**config.mk**
```make
export PLATFORM = sky130hd
export DESIGN_NAME = srecord_s1_stream_encoder_unit
export DESIGN_NICKNAME = d
export VERILOG_FILES = /design/src/rtl/srs1_pkg.sv /design/src/rtl/srs1_seq.sv /design/src/rtl/srecord_s1_stream_encoder_unit.sv
export SDC_FILE = /design/constraint.sdc
export NUM_CORES = 1
export LEC_CHECK = 0
export BUFFER_PORTS_ARGS = -buffer_cell sky130_fd_sc_hd__buf_4
export CAP_MARGIN = 5
export CELL_PAD_IN_SITES_DETAIL_PLACEMENT = 1
export CELL_PAD_IN_SITES_GLOBAL_PLACEMENT = 2
export CORE_ASPECT_RATIO = 1.5
export CORE_UTILIZATION = 40
export DETAILED_ROUTE_END_ITERATION = 8
export PLACE_DENSITY_LB_ADDON = 0.1
export SLEW_MARGIN = 20
export SYNTH_ARGS = -nofsm -noshare
export SYNTH_HDL_FRONTEND = slang
export SYNTH_SLANG_ARGS = --single-unit
```
**constraint.sdc**
```tcl
create_clock -name clk -period 5.1 [get_ports clk]
set_clock_uncertainty 0.05 [all_clocks]
set_input_delay 0.765 -clock clk [delete_from_list [all_inputs] [get_ports clk]]
set_output_delay 0.765 -clock clk [all_outputs]
set_load 0.01 [all_outputs]
```
**src/rtl/srs1_pkg.sv**
```systemverilog
// Shared types, codes and the microcode table of the S-record stream encoder.
package srs1_pkg;

  localparam int RECORD_BYTES = 16;
  localparam int BUF_DEPTH = 16;
  localparam int IDX_W = 4;
  localparam int FILL_W = 5;
  localparam int STEP_W = 6;

  localparam logic [FILL_W-1:0] RECORD_FILL = FILL_W'(RECORD_BYTES);

  // input commands
  localparam logic CMD_DATA = 1'b0;
  localparam logic CMD_END = 1'b1;

  // register index (paddr[2])
  localparam logic REG_BASE_ADDRESS = 1'b0;

  // jump kinds; each also implies the datapath action of its step
  localparam logic [1:0] J_NEXT = 2'd0;   // step + 1
  localparam logic [1:0] J_LOOP = 2'd1;   // next data byte or fall through
  localparam logic [1:0] J_S1END = 2'd2;  // commit record, S5 if end pending
  localparam logic [1:0] J_STOP = 2'd3;   // clear stream, stop

  // character source
  localparam logic [1:0] SRC_CONST = 2'd0;
  localparam logic [1:0] SRC_HI = 2'd1;
  localparam logic [1:0] SRC_LO = 2'd2;

  // byte select for hex digits
  localparam logic [2:0] BS_CNT1 = 3'd0;
  localparam logic [2:0] BS_RA_HI = 3'd1;
  localparam logic [2:0] BS_RA_LO = 3'd2;
  localparam logic [2:0] BS_DATA = 3'd3;
  localparam logic [2:0] BS_CK1 = 3'd4;
  localparam logic [2:0] BS_RC_HI = 3'd5;
  localparam logic [2:0] BS_RC_LO = 3'd6;
  localparam logic [2:0] BS_CK5 = 3'd7;

  // entry points of the program
  localparam logic [STEP_W-1:0] ST_S1 = 6'd0;
  localparam logic [STEP_W-1:0] ST_DATA = 6'd8;
  localparam logic [STEP_W-1:0] ST_S5 = 6'd13;

  localparam logic [6:0] CH_S = 7'h53;
  localparam logic [6:0] CH_0 = 7'h30;
  localparam logic [6:0] CH_1 = 7'h31;
  localparam logic [6:0] CH_3 = 7'h33;
  localparam logic [6:0] CH_5 = 7'h35;
  localparam logic [6:0] CH_9 = 7'h39;
  localparam logic [6:0] CH_C = 7'h43;
  localparam logic [6:0] CH_F = 7'h46;
  localparam logic [6:0] CH_NL = 7'h0A;

  typedef struct packed {
    logic [1:0] jmp;
    logic [1:0] src;
    logic [2:0] bsel;
    logic [6:0] ch;
  } uword_t;

  typedef struct packed {
    logic busy;
    logic emit;
    logic last;
    logic inc;
    logic commit;
    logic clear;
    logic [1:0] src;
    logic [2:0] bsel;
    logic [6:0] ch;
  } seq_ctl_t;

  function automatic uword_t uw_c(input logic [6:0] ch, input logic [1:0] jmp);
    uword_t w;
    w.jmp = jmp;
    w.src = SRC_CONST;
    w.bsel = BS_CNT1;
    w.ch = ch;
    return w;
  endfunction

  function automatic uword_t uw_h(input logic [1:0] src, input logic [2:0] bsel,
                                  input logic [1:0] jmp);
    uword_t w;
    w.jmp = jmp;
    w.src = src;
    w.bsel = bsel;
    w.ch = CH_0;
    return w;
  endfunction

  function automatic uword_t ucode(input logic [STEP_W-1:0] step);
    uword_t w;
    case (step)
      // S1 record
      6'd0: w = uw_c(CH_S, J_NEXT);
      6'd1: w = uw_c(CH_1, J_NEXT);
      6'd2: w = uw_h(SRC_HI, BS_CNT1, J_NEXT);
      6'd3: w = uw_h(SRC_LO, BS_CNT1, J_NEXT);
      6'd4: w = uw_h(SRC_HI, BS_RA_HI, J_NEXT);
      6'd5: w = uw_h(SRC_LO, BS_RA_HI, J_NEXT);
      6'd6: w = uw_h(SRC_HI, BS_RA_LO, J_NEXT);
      6'd7: w = uw_h(SRC_LO, BS_RA_LO, J_NEXT);
      6'd8: w = uw_h(SRC_HI, BS_DATA, J_NEXT);
      6'd9: w = uw_h(SRC_LO, BS_DATA, J_LOOP);
      6'd10: w = uw_h(SRC_HI, BS_CK1, J_NEXT);
      6'd11: w = uw_h(SRC_LO, BS_CK1, J_NEXT);
      6'd12: w = uw_c(CH_NL, J_S1END);
      // S5 record
      6'd13: w = uw_c(CH_S, J_NEXT);
      6'd14: w = uw_c(CH_5, J_NEXT);
      6'd15: w = uw_c(CH_0, J_NEXT);
      6'd16: w = uw_c(CH_3, J_NEXT);
      6'd17: w = uw_h(SRC_HI, BS_RC_HI, J_NEXT);
      6'd18: w = uw_h(SRC_LO, BS_RC_HI, J_NEXT);
      6'd19: w = uw_h(SRC_HI, BS_RC_LO, J_NEXT);
      6'd20: w = uw_h(SRC_LO, BS_RC_LO, J_NEXT);
      6'd21: w = uw_h(SRC_HI, BS_CK5, J_NEXT);
      6'd22: w = uw_h(SRC_LO, BS_CK5, J_NEXT);
      6'd23: w = uw_c(CH_NL, J_NEXT);
      // S9 record, fixed text with checksum FC
      6'd24: w = uw_c(CH_S, J_NEXT);
      6'd25: w = uw_c(CH_9, J_NEXT);
      6'd26: w = uw_c(CH_0, J_NEXT);
      6'd27: w = uw_c(CH_3, J_NEXT);
      6'd28: w = uw_c(CH_0, J_NEXT);
      6'd29: w = uw_c(CH_0, J_NEXT);
      6'd30: w = uw_c(CH_0, J_NEXT);
      6'd31: w = uw_c(CH_0, J_NEXT);
      6'd32: w = uw_c(CH_F, J_NEXT);
      6'd33: w = uw_c(CH_C, J_NEXT);
      6'd34: w = uw_c(CH_NL, J_STOP);
      default: w = uw_c(CH_NL, J_STOP);
    endcase
    return w;
  endfunction

  function automatic logic [6:0] hex_char(input logic [3:0] n);
    return (n < 4'd10) ? (7'h30 + {3'b000, n}) : (7'h37 + {3'b000, n});
  endfunction

endpackage

```
**src/rtl/srs1_seq.sv**
```systemverilog
// Microcode sequencer: step counter, control ROM and jump logic.
module srs1_seq import srs1_pkg::*; (
  input  logic              clk,
  input  logic              rst,
  input  logic              start,
  input  logic [STEP_W-1:0] start_step,
  input  logic              end_cmd,
  input  logic              go,
  input  logic              loop_more,
  output seq_ctl_t          ctl
);

  logic [STEP_W-1:0] step;
  logic              busy;
  logic              end_pending;
  uword_t            uw;
  logic              emit;

  assign uw = ucode(step);
  assign emit = busy & go;

  always_comb begin
    ctl.busy = busy;
    ctl.emit = emit;
    ctl.last = emit & ((uw.jmp == J_STOP) | ((uw.jmp == J_S1END) & ~end_pending));
    ctl.inc = emit & (uw.jmp == J_LOOP);
    ctl.commit = emit & (uw.jmp == J_S1END);
    ctl.clear = emit & (uw.jmp == J_STOP);
    ctl.src = uw.src;
    ctl.bsel = uw.bsel;
    ctl.ch = uw.ch;
  end

  always_ff @(posedge clk) begin
    if (rst) begin
      busy <= 1'b0;
      step <= ST_S1;
      end_pending <= 1'b0;
    end else if (start) begin
      busy <= 1'b1;
      step <= start_step;
      end_pending <= end_cmd;
    end else if (emit) begin
      case (uw.jmp)
        J_NEXT: step <= step + 1'b1;
        J_LOOP: step <= loop_more ? ST_DATA : step + 1'b1;
        J_S1END: begin
          if (end_pending) step <= ST_S5;
          else busy <= 1'b0;
        end
        default: busy <= 1'b0;
      endcase
    end
  end

endmodule

```
**src/rtl/srecord_s1_stream_encoder_unit.sv**
```systemverilog
// Top level of the S-record stream encoder: byte buffer, record state, text output.
// Takes raw bytes and end commands and emits S-record text one ASCII character per
// cycle. A data byte that does not complete a record is stored in the buffer and
// emits nothing. The byte that completes a record of n bytes starts an S1 record
// of 11 + 2n characters (43 for 16 bytes); an end command emits a flushed partial
// S1 record if bytes are pending, then 22 characters of S5 and S9. Characters come
// from a microcoded sequencer that issues one character per cycle into the output
// register while the output is not stalled, and in_stall stays high while record
// text is going out. Output stalls hold the sequencer. base_address is written
// over the APB port at byte address 0.
module srecord_s1_stream_encoder_unit import srs1_pkg::*; (
  input  logic        clk,
  input  logic        rst,
  input  logic        in_valid,
  output logic        in_stall,
  input  logic        command,
  input  logic [7:0]  data_byte,
  output logic        out_valid,
  input  logic        out_stall,
  output logic [6:0]  out_char,
  output logic        last_char,
  input  logic        psel,
  input  logic        penable,
  input  logic        pwrite,
  input  logic [2:0]  paddr,
  input  logic [31:0] pwdata,
  output logic [31:0] prdata,
  output logic        pready
);

  logic [7:0]        byte_buffer [BUF_DEPTH];
  logic [FILL_W-1:0] fill_count;
  logic [15:0]       record_address;
  logic [15:0]       record_counter;
  logic [7:0]        data_sum;
  logic [15:0]       base_address;
  logic [IDX_W-1:0]  idx;

  seq_ctl_t          ctl;
  logic              accept;
  logic              cfg_write;
  logic [FILL_W-1:0] fill_inc;
  logic              start;
  logic [STEP_W-1:0] start_step;
  logic              loop_more;
  logic [7:0]        cnt1;
  logic [7:0]        ck1;
  logic [7:0]        ck5;
  logic [7:0]        sel_byte;
  logic [6:0]        char_next;

  assign pready = 1'b1;
  assign cfg_write = psel & penable & pwrite & pready;
  assign prdata = (paddr[2] == REG_BASE_ADDRESS) ? {16'h0000, base_address} : 32'h0;

  assign in_stall = ctl.busy;
  assign accept = in_valid & ~in_stall;
  assign fill_inc = fill_count + 1'b1;
  assign start = accept & ((command == CMD_END) | (fill_inc >= RECORD_FILL));
  assign start_step = ((command == CMD_END) && (fill_count == '0)) ? ST_S5 : ST_S1;
  assign loop_more = ({1'b0, idx} + 1'b1) < fill_count;

  srs1_seq u_seq (
    .clk        (clk),
    .rst        (rst),
    .start      (start),
    .start_step (start_step),
    .end_cmd    (command),
    .go         (~out_valid | ~out_stall),
    .loop_more  (loop_more),
    .ctl        (ctl)
  );

  assign cnt1 = 8'(fill_count) + 8'd3;
  assign ck1 = ~(cnt1 + record_address[15:8] + record_address[7:0] + data_sum);
  assign ck5 = ~(8'd3 + record_counter[15:8] + record_counter[7:0]);

  always_comb begin
    case (ctl.bsel)
      BS_CNT1:  sel_byte = cnt1;
      BS_RA_HI: sel_byte = record_address[15:8];
      BS_RA_LO: sel_byte = record_address[7:0];
      BS_DATA:  sel_byte = byte_buffer[idx];
      BS_CK1:   sel_byte = ck1;
      BS_RC_HI: sel_byte = record_counter[15:8];
      BS_RC_LO: sel_byte = record_counter[7:0];
      default:  sel_byte = ck5;
    endcase
    case (ctl.src)
      SRC_HI:  char_next = hex_char(sel_byte[7:4]);
      SRC_LO:  char_next = hex_char(sel_byte[3:0]);
      default: char_next = ctl.ch;
    endcase
  end

  always_ff @(posedge clk) begin
    if (accept && command == CMD_DATA) byte_buffer[fill_count[IDX_W-1:0]] <= data_byte;
  end

  always_ff @(posedge clk) begin
    if (rst) begin
      fill_count <= '0;
      record_address <= 16'h0000;
      record_counter <= 16'h0000;
      data_sum <= 8'h00;
      base_address <= 16'h0000;
      idx <= '0;
    end else begin
      if (cfg_write && paddr[2] == REG_BASE_ADDRESS) begin
        base_address <= pwdata[15:0];
        if (fill_count == '0 && record_counter == 16'h0000) record_address <= pwdata[15:0];
      end
      if (accept && command == CMD_DATA) begin
        fill_count <= fill_inc;
        data_sum <= data_sum + data_byte;
      end
      if (start) idx <= '0;
      if (ctl.inc) idx <= idx + 1'b1;
      if (ctl.commit) begin
        record_address <= record_address + 16'(RECORD_BYTES);
        record_counter <= record_counter + 1'b1;
        fill_count <= '0;
        data_sum <= 8'h00;
        idx <= '0;
      end
      if (ctl.clear) begin
        record_address <= base_address;
        record_counter <= 16'h0000;
        fill_count <= '0;
        data_sum <= 8'h00;
      end
    end
  end

  // output register
  always_ff @(posedge clk) begin
    if (rst) begin
      out_valid <= 1'b0;
    end else if (ctl.emit) begin
      out_valid <= 1'b1;
    end else if (!out_stall) begin
      out_valid <= 1'b0;
    end
  end

  always_ff @(posedge clk) begin
    if (ctl.emit) begin
      out_char <= char_next;
      last_char <= ctl.last;
    end
  end

`ifndef NO_ASSERTIONS
  a_emit_slot_free: assert property (@(posedge clk) disable iff (rst)
    ctl.emit |-> (!out_valid || !out_stall))
    else $error("character issued into an occupied output register");

  a_commit_clears_fill: assert property (@(posedge clk) disable iff (rst)
    ctl.commit |=> (fill_count == '0 && data_sum == 8'h00))
    else $error("record commit left pending bytes");

  a_idle_not_full: assert property (@(posedge clk) disable iff (rst)
    !ctl.busy |-> (fill_count < RECORD_FILL))
    else $error("full buffer while sequencer idle");

  a_last_stops: assert property (@(posedge clk) disable iff (rst)
    ctl.last |=> !ctl.busy)
    else $error("sequencer still running after last character");
`endif

endmodule

```
==> results of run 1 <==
==> cell families (layout without fill, tap and decap cells) <==
group           Yosys count  after routing  synth area share [%]
fa+ha+maj                70             70                  8.04
flops                   228            228                  48.2
xor+xnor                 46             46                  3.28
buf+inv                 132            187                  4.88
compound gates          264            264                  14.5
simple gates            362            362                  14.2
mux                      58             58                  6.90
other cells               2             17                0.0611
==> registers in the layout, summed over array words and instances, names as in the netlist, named ones only <==
| signal | flops |
|---|---|
| last_char | 1 |
| u_seq.busy | 1 |
| data_sum | 8 |
| idx | 4 |
| record_counter | 16 |
| base_address | 16 |
| out_valid | 1 |
| u_seq.end_pending | 1 |
| record_address | 16 |
| out_char | 7 |
| u_seq.uw | 14 |
| fill_count | 5 |
| u_seq.step | 6 |
| byte_buffer | 128 |
==> where the power goes <==
| group | leakage (nW) | switching (mW) | internal [mW] |
|---|---|---|---|
| combinational | 2.67 | 0.321 | 0.200 |
| sequential | 1.97 | 0.0297 | 2.00 |
| clock | 0.350 | 0.750 | 0.966 |
==> critical path, stage by stage (launching register included) <==
cell	delay [ns]
sky130_fd_sc_hd__dfxtp_1	0.38
sky130_fd_sc_hd__inv_1	0.12
sky130_fd_sc_hd__fa_1	0.52
sky130_fd_sc_hd__inv_1	0.07
sky130_fd_sc_hd__fa_1	0.48
sky130_fd_sc_hd__ha_1	0.26
sky130_fd_sc_hd__fa_1	0.43
sky130_fd_sc_hd__a211oi_1	0.31
sky130_fd_sc_hd__o21bai_1	0.12
sky130_fd_sc_hd__a21oi_1	0.18
sky130_fd_sc_hd__xnor2_1	0.14
sky130_fd_sc_hd__a211oi_1	0.10
sky130_fd_sc_hd__buf_4	0.18
sky130_fd_sc_hd__a211oi_2	0.43
sky130_fd_sc_hd__o22ai_1	0.16
sky130_fd_sc_hd__mux2_2	0.29
==> stage by stage <==
| stage | hold slack, ns | area [sq um] | util [%] |
|---|---|---|---|
| floorplan | 0.392 | 12400 | - |
| global placement | 0.404 | 13100 | 43.4 |
| detailed placement | 0.416 | 13100 | 43.4 |
| CTS | 0.398 | 13900 | 45.9 |
| global route | 0.419 | 13900 | 45.9 |
| finish | 0.424 | 13900 | 45.9 |
==> layout by cell type, fill, tap and decap left out, types with 5 or more instances in the layout <==
| cell | count |
|---|---|
| sky130_fd_sc_hd__a21o_1 | 8 |
| sky130_fd_sc_hd__o21ai_0 | 49 |
| sky130_fd_sc_hd__mux4_2 | 21 |
| sky130_fd_sc_hd__and3_1 | 10 |
| sky130_fd_sc_hd__and2_1 | 5 |
| sky130_fd_sc_hd__a22o_1 | 6 |
| sky130_fd_sc_hd__o22ai_1 | 8 |
| sky130_fd_sc_hd__nor3_1 | 20 |
| sky130_fd_sc_hd__conb_1 | 17 |
| sky130_fd_sc_hd__nor2_1 | 83 |
| sky130_fd_sc_hd__a211oi_1 | 18 |
| sky130_fd_sc_hd__a311oi_1 | 6 |
| sky130_fd_sc_hd__fa_1 | 15 |
| sky130_fd_sc_hd__ha_1 | 55 |
| sky130_fd_sc_hd__nand2_1 | 116 |
| sky130_fd_sc_hd__nor2b_1 | 31 |
| sky130_fd_sc_hd__a22oi_1 | 18 |
| sky130_fd_sc_hd__nand3_1 | 33 |
| sky130_fd_sc_hd__a21oi_1 | 73 |
| sky130_fd_sc_hd__xor2_1 | 19 |
| sky130_fd_sc_hd__buf_4 | 85 |
| sky130_fd_sc_hd__or3_1 | 9 |
| sky130_fd_sc_hd__inv_1 | 58 |
| sky130_fd_sc_hd__nand4_1 | 10 |
| sky130_fd_sc_hd__a31oi_1 | 9 |
| sky130_fd_sc_hd__mux2i_1 | 33 |
| sky130_fd_sc_hd__clkbuf_16 | 24 |
| sky130_fd_sc_hd__o31ai_1 | 7 |
| sky130_fd_sc_hd__nand2b_1 | 16 |
| sky130_fd_sc_hd__edfxtp_1 | 136 |
| sky130_fd_sc_hd__clkinv_1 | 5 |
| sky130_fd_sc_hd__dfxtp_1 | 91 |
| sky130_fd_sc_hd__xnor2_1 | 27 |
| sky130_fd_sc_hd__a211o_1 | 5 |
| sky130_fd_sc_hd__a221oi_1 | 9 |
==> final cells by class <==
cell class                      instances  area, sq um
Clock inverter                         15          144
Clock buffer                           27          612
Fill cell                            3326        16400
Timing Repair Buffer                   85          638
Multi-Input combinational cell        817         5830
Sequential cell                       228         5930
Inverter                               60          225
Tap cell                              400          500
==> worst paths after layout <==
| check | end | depth (start not counted) | startpoint |
|---|---|---|---|
| setup reg to reg | out_char[5] | 15 | record_address[9] |
| setup / recovery | out_char[5] | 15 | record_address[9] |
| hold / removal | base_address[1] | 2 | base_address[1] |
| hold reg to reg | base_address[1] | 2 | base_address[1] |
==> layer usage <==
metal	GRT usage (%)	part of all wire, %	vias to the layer above
li1	-	-	4323
met1	25.7	39	4586
met2	44.7	54	161
met3	2.29	3.3	72
met4	9.72	3.9	0
met5	0	0	-
==> metrics.txt, run 1 <==
most instantiated flip-flop cell in the synthesis netlist=sky130_fd_sc_hd__edfxtp_1; endpoint required time on the critical path=5.33 ns; kind of start point of the critical path=flip-flop; CTS Sinks=228; clock period minus final worst setup slack=4.49 ns; TritonCTS clock tree=yes; Post-CTS Hold Fix Bufs=0; Slew Limit Headroom=32.7%; clock buffers created by TritonCTS=24; Total Power=4.26 mW; r2r setup slk=0.61 ns; Post-synth ARST share=0%; average routed wire per standard cell=22.2 um; worst setup timing slack at the placement stage=0.613 ns; number of pins with negative max-slew slack in the final report=0; H-Tree Depth=1; outcome=complete, no violations; clock slew at reported path FFs=0.06 ns; post-CTS resize count=0; die footprint=0.0315 sq mm; smallest setup slack after layout=0.608 ns; Skew-Pair Late Insertion Delay=0.55 ns; final number of setup-violating endpoints=0; placer congestion estimate=0.834; number of failing hold endpoints at the final stage=0; number of global-route vias before repair=9611; Worst setup EP type=flip-flop; Core ar.=0.0303 sq mm; average cell area after synthesis=10.6 sq um; EDFF count, synth=136; height of the die=217 um; Via density=5.60; count of routing violations after the opening detailed-route iteration=365; DP HPWL=26800 um; clock root buffer=sky130_fd_sc_hd__clkbuf_16; synth unique cells=82; data arrival at the endpoint of the critical path=4.72 ns; final global-route overflow total=0; unrepaired setup endpoints after global routing=false; Power per Cell Area=307 mW/mm^2; combined area of all synthesized cells=0.0123 sq mm; relative area change from synthesis to final layout=12.9%; DRC violation count after routing=0; initial cell density of the core=40.7%; std cell rows=78; area share of the leading cell type in the synthesized netlist=33.2%; leading area contributor after synthesis=sky130_fd_sc_hd__edfxtp_1; layout cell share with drive strength beyond 1=13.5%; diode count=0; Hold Path Class=flip-flop to flip-flop; peak supply drop=0.000193 V; largest net degree at the start of global routing=52; highest fanout seen on the critical path=6; total track usage=23.2%; Warnings, synthesis=0; Achievable Freq=223 MHz; register bit count reported by yosys=228; number of antenna violations at the first check in global routing=0; number of instances in the synthesized netlist=1162; via count=9142; TritonRoute pass-1 iters=4; number of standard cells in the final layout excluding fillers=1632; max-cap check violation count=0; Total Neg Setup Slack=0 ns; number of routed nets with antenna violations=0; overall die width=145 um; top-level I/O count=94; final worst-path cycle share=88.1%; leakage power=5.00 nW; number of buffers inserted by post-CTS setup repair=0; aggregate routed wire length=36200 um; synth top area cells=sky130_fd_sc_hd__edfxtp_1 (33%), sky130_fd_sc_hd__dfxtp_1 (15%), sky130_fd_sc_hd__ha_1 (5.6%); cell count after placement=1590; most frequent cells after synthesis=sky130_fd_sc_hd__edfxtp_1 (136), sky130_fd_sc_hd__nand2_1 (116), sky130_fd_sc_hd__dfxtp_1 (92); global-route wire length before repair=55800 um; net count reported at finish=1337; deepest clock path buffer count=3; port buffer count=58; critical path class=flip-flop to flip-flop; most used standard cell by instance count after synthesis=sky130_fd_sc_hd__edfxtp_1; Worst-Margin Slew=1.01 ns; proportion of synthesized chip area in sequential cells=48.2%
(Power assumes the default switching activity.)
==> run 2: changes to the inputs <==
- RECOVER_POWER: unset -> 100
==> metrics.txt, run 2 (synthesis results as in run 1) <==
overall die width=145 um; std cell rows=78; Hold Path Class=flip-flop to flip-flop; H-Tree Depth=1; FF-to-FF Start=record_address[9]; number of buffers inserted by post-CTS setup repair=0; final global-route overflow total=0; smallest setup slack after layout=0.581 ns; largest net degree at the start of global routing=52; most used cells in the layout excluding fill and tap cells=sky130_fd_sc_hd__edfxtp_1 (136), sky130_fd_sc_hd__nand2_1 (116), sky130_fd_sc_hd__dfxtp_1 (91), sky130_fd_sc_hd__nor2_1 (83), sky130_fd_sc_hd__a21oi_1 (73); Achievable Freq=221 MHz; aggregate routed wire length=36100 um; number of cells on the worst reg-to-reg path=15; post-CTS resize count=0; critical path class=flip-flop to flip-flop; Core ar.=0.0303 sq mm; Filler cells=3345; total track usage=23.2%; peak supply drop=0.000193 V; diode count=0; critical path endpoint=out_char[5]; number of global-route vias before repair=9611; Total Neg Setup Slack=0 ns; Worst setup EP type=flip-flop; placer congestion estimate=0.834; r2r setup slk=0.58 ns; outcome=finished, violations left; TritonRoute pass-1 iters=5; Slew Limit Headroom=-69.0%; clock period minus final worst setup slack=4.52 ns; number of routed nets with antenna violations=0; worst setup timing slack at the placement stage=0.613 ns; port buffer count=58; number of standard cells in the final layout excluding fillers=1632; clock slew at reported path FFs=0.06 ns; clock buffers created by TritonCTS=24; unrepaired setup endpoints after global routing=false; number of failing hold endpoints at the final stage=0; failing checks=max-capacitance violations, max-slew violations; net count reported at finish=1337; average routed wire per standard cell=22.1 um; CTS Sinks=228; number of antenna violations at the first check in global routing=0; Worst-Margin Slew=2.53 ns; deepest clock path buffer count=3; DP HPWL=26800 um; Via density=5.58; kind of start point of the critical path=flip-flop; endpoint required time on the critical path=5.33 ns; data arrival at the endpoint of the critical path=4.75 ns; Post-CTS Hold Fix Bufs=0; top-level I/O count=94; leakage power=4.80 nW; Skew-Pair Late Insertion Delay=0.55 ns; layout cell share with drive strength beyond 1=9.42%; initial cell density of the core=40.7%; number of pins with negative max-slew slack in the final report=52; DRC violation count after routing=0; height of the die=217 um; Power per Cell Area=310 mW/mm^2; area of placed instances=0.0131 sq mm; highest fanout seen on the critical path=6; CP startpoint=record_address[9]; summed area of non-filler cells in the final layout=0.0137 sq mm; most common cell after layout, fill and taps aside=sky130_fd_sc_hd__edfxtp_1; via count=9113; smallest hold slack=0.423 ns; die footprint=0.0315 sq mm; final number of setup-violating endpoints=0; count of routing violations after the opening detailed-route iteration=355; final worst-path cycle share=88.6%; capture instance of the worst register-to-register path=out_char[5]; max-cap check violation count=2; number of flip-flops under the largest register name=128; relative area change from synthesis to final layout=11.3%; TritonCTS clock tree=yes; clock root buffer=sky130_fd_sc_hd__clkbuf_16; global-route wire length before repair=55800 um; cell count after placement=1590
==> run 2: area by class of cell <==
type / instances / area (sq um) / share of cell area, %
repair buffers: 85 / 462 / 3.37
clock buffers: 27 / 612 / 4.47
clock inverters: 15 / 144 / 1.05
flip-flops and latches: 228 / 5930 / 43.3
inverters: 60 / 225 / 1.65
well taps: 400 / 500 / 3.66
multi-input cells: 817 / 5820 / 42.5
==> run 2: critical path, cell delays in order, from the launching register on <==
cell	delay, ns
sky130_fd_sc_hd__dfxtp_1	0.38
sky130_fd_sc_hd__inv_1	0.12
sky130_fd_sc_hd__fa_1	0.52
sky130_fd_sc_hd__inv_1	0.07
sky130_fd_sc_hd__fa_1	0.48
sky130_fd_sc_hd__ha_1	0.26
sky130_fd_sc_hd__fa_1	0.43
sky130_fd_sc_hd__a211oi_1	0.31
sky130_fd_sc_hd__o21bai_1	0.12
sky130_fd_sc_hd__a21oi_1	0.18
sky130_fd_sc_hd__xnor2_1	0.14
sky130_fd_sc_hd__a211oi_1	0.10
sky130_fd_sc_hd__clkbuf_1	0.19
sky130_fd_sc_hd__a211oi_2	0.47
sky130_fd_sc_hd__o22ai_1	0.16
sky130_fd_sc_hd__mux2_2	0.29
==> run 2: worst min-delay path by stage <==
stage	startpoint	end	slack [ns]	cells after the start
after floorplan	base_address[10]	base_address[10]	0.39	2
after global placement	base_address[15]	base_address[15]	0.40	2
after detailed placement	base_address[8]	base_address[8]	0.42	2
after CTS	pwdata[15]	base_address[15]	0.40	3
after global routing	pwdata[0]	base_address[0]	0.42	3
final	base_address[8]	base_address[8]	0.42	2
==> run 2: stage by stage <==
stage / util (%) / power (mW)
after floorplan: - / 2.40
after global placement: 43.4 / 2.58
after detailed placement: 43.4 / 2.59
after CTS: 45.9 / 4.31
after global routing: 45.2 / 4.40
final: 45.2 / 4.24
==> run 2: routing by layer <==
layer  routed length (um)  vias to the layer above  GRT usage [%]
met5                    0                        -              0
met4                 1430                        0           9.72
met3                  927                       72           2.29
met2                19600                      128           44.7
met1                14200                     4582           25.7
li1                     -                     4331              -
==> run 2: power by group <==
group          leakage (nW)  internal [mW]  switching [mW]  total, mW
clock                 0.350          0.966           0.747       1.71
sequential             1.97           2.00          0.0290       2.03
combinational          2.48          0.184           0.321      0.505
total                  4.80           3.15            1.10       4.24
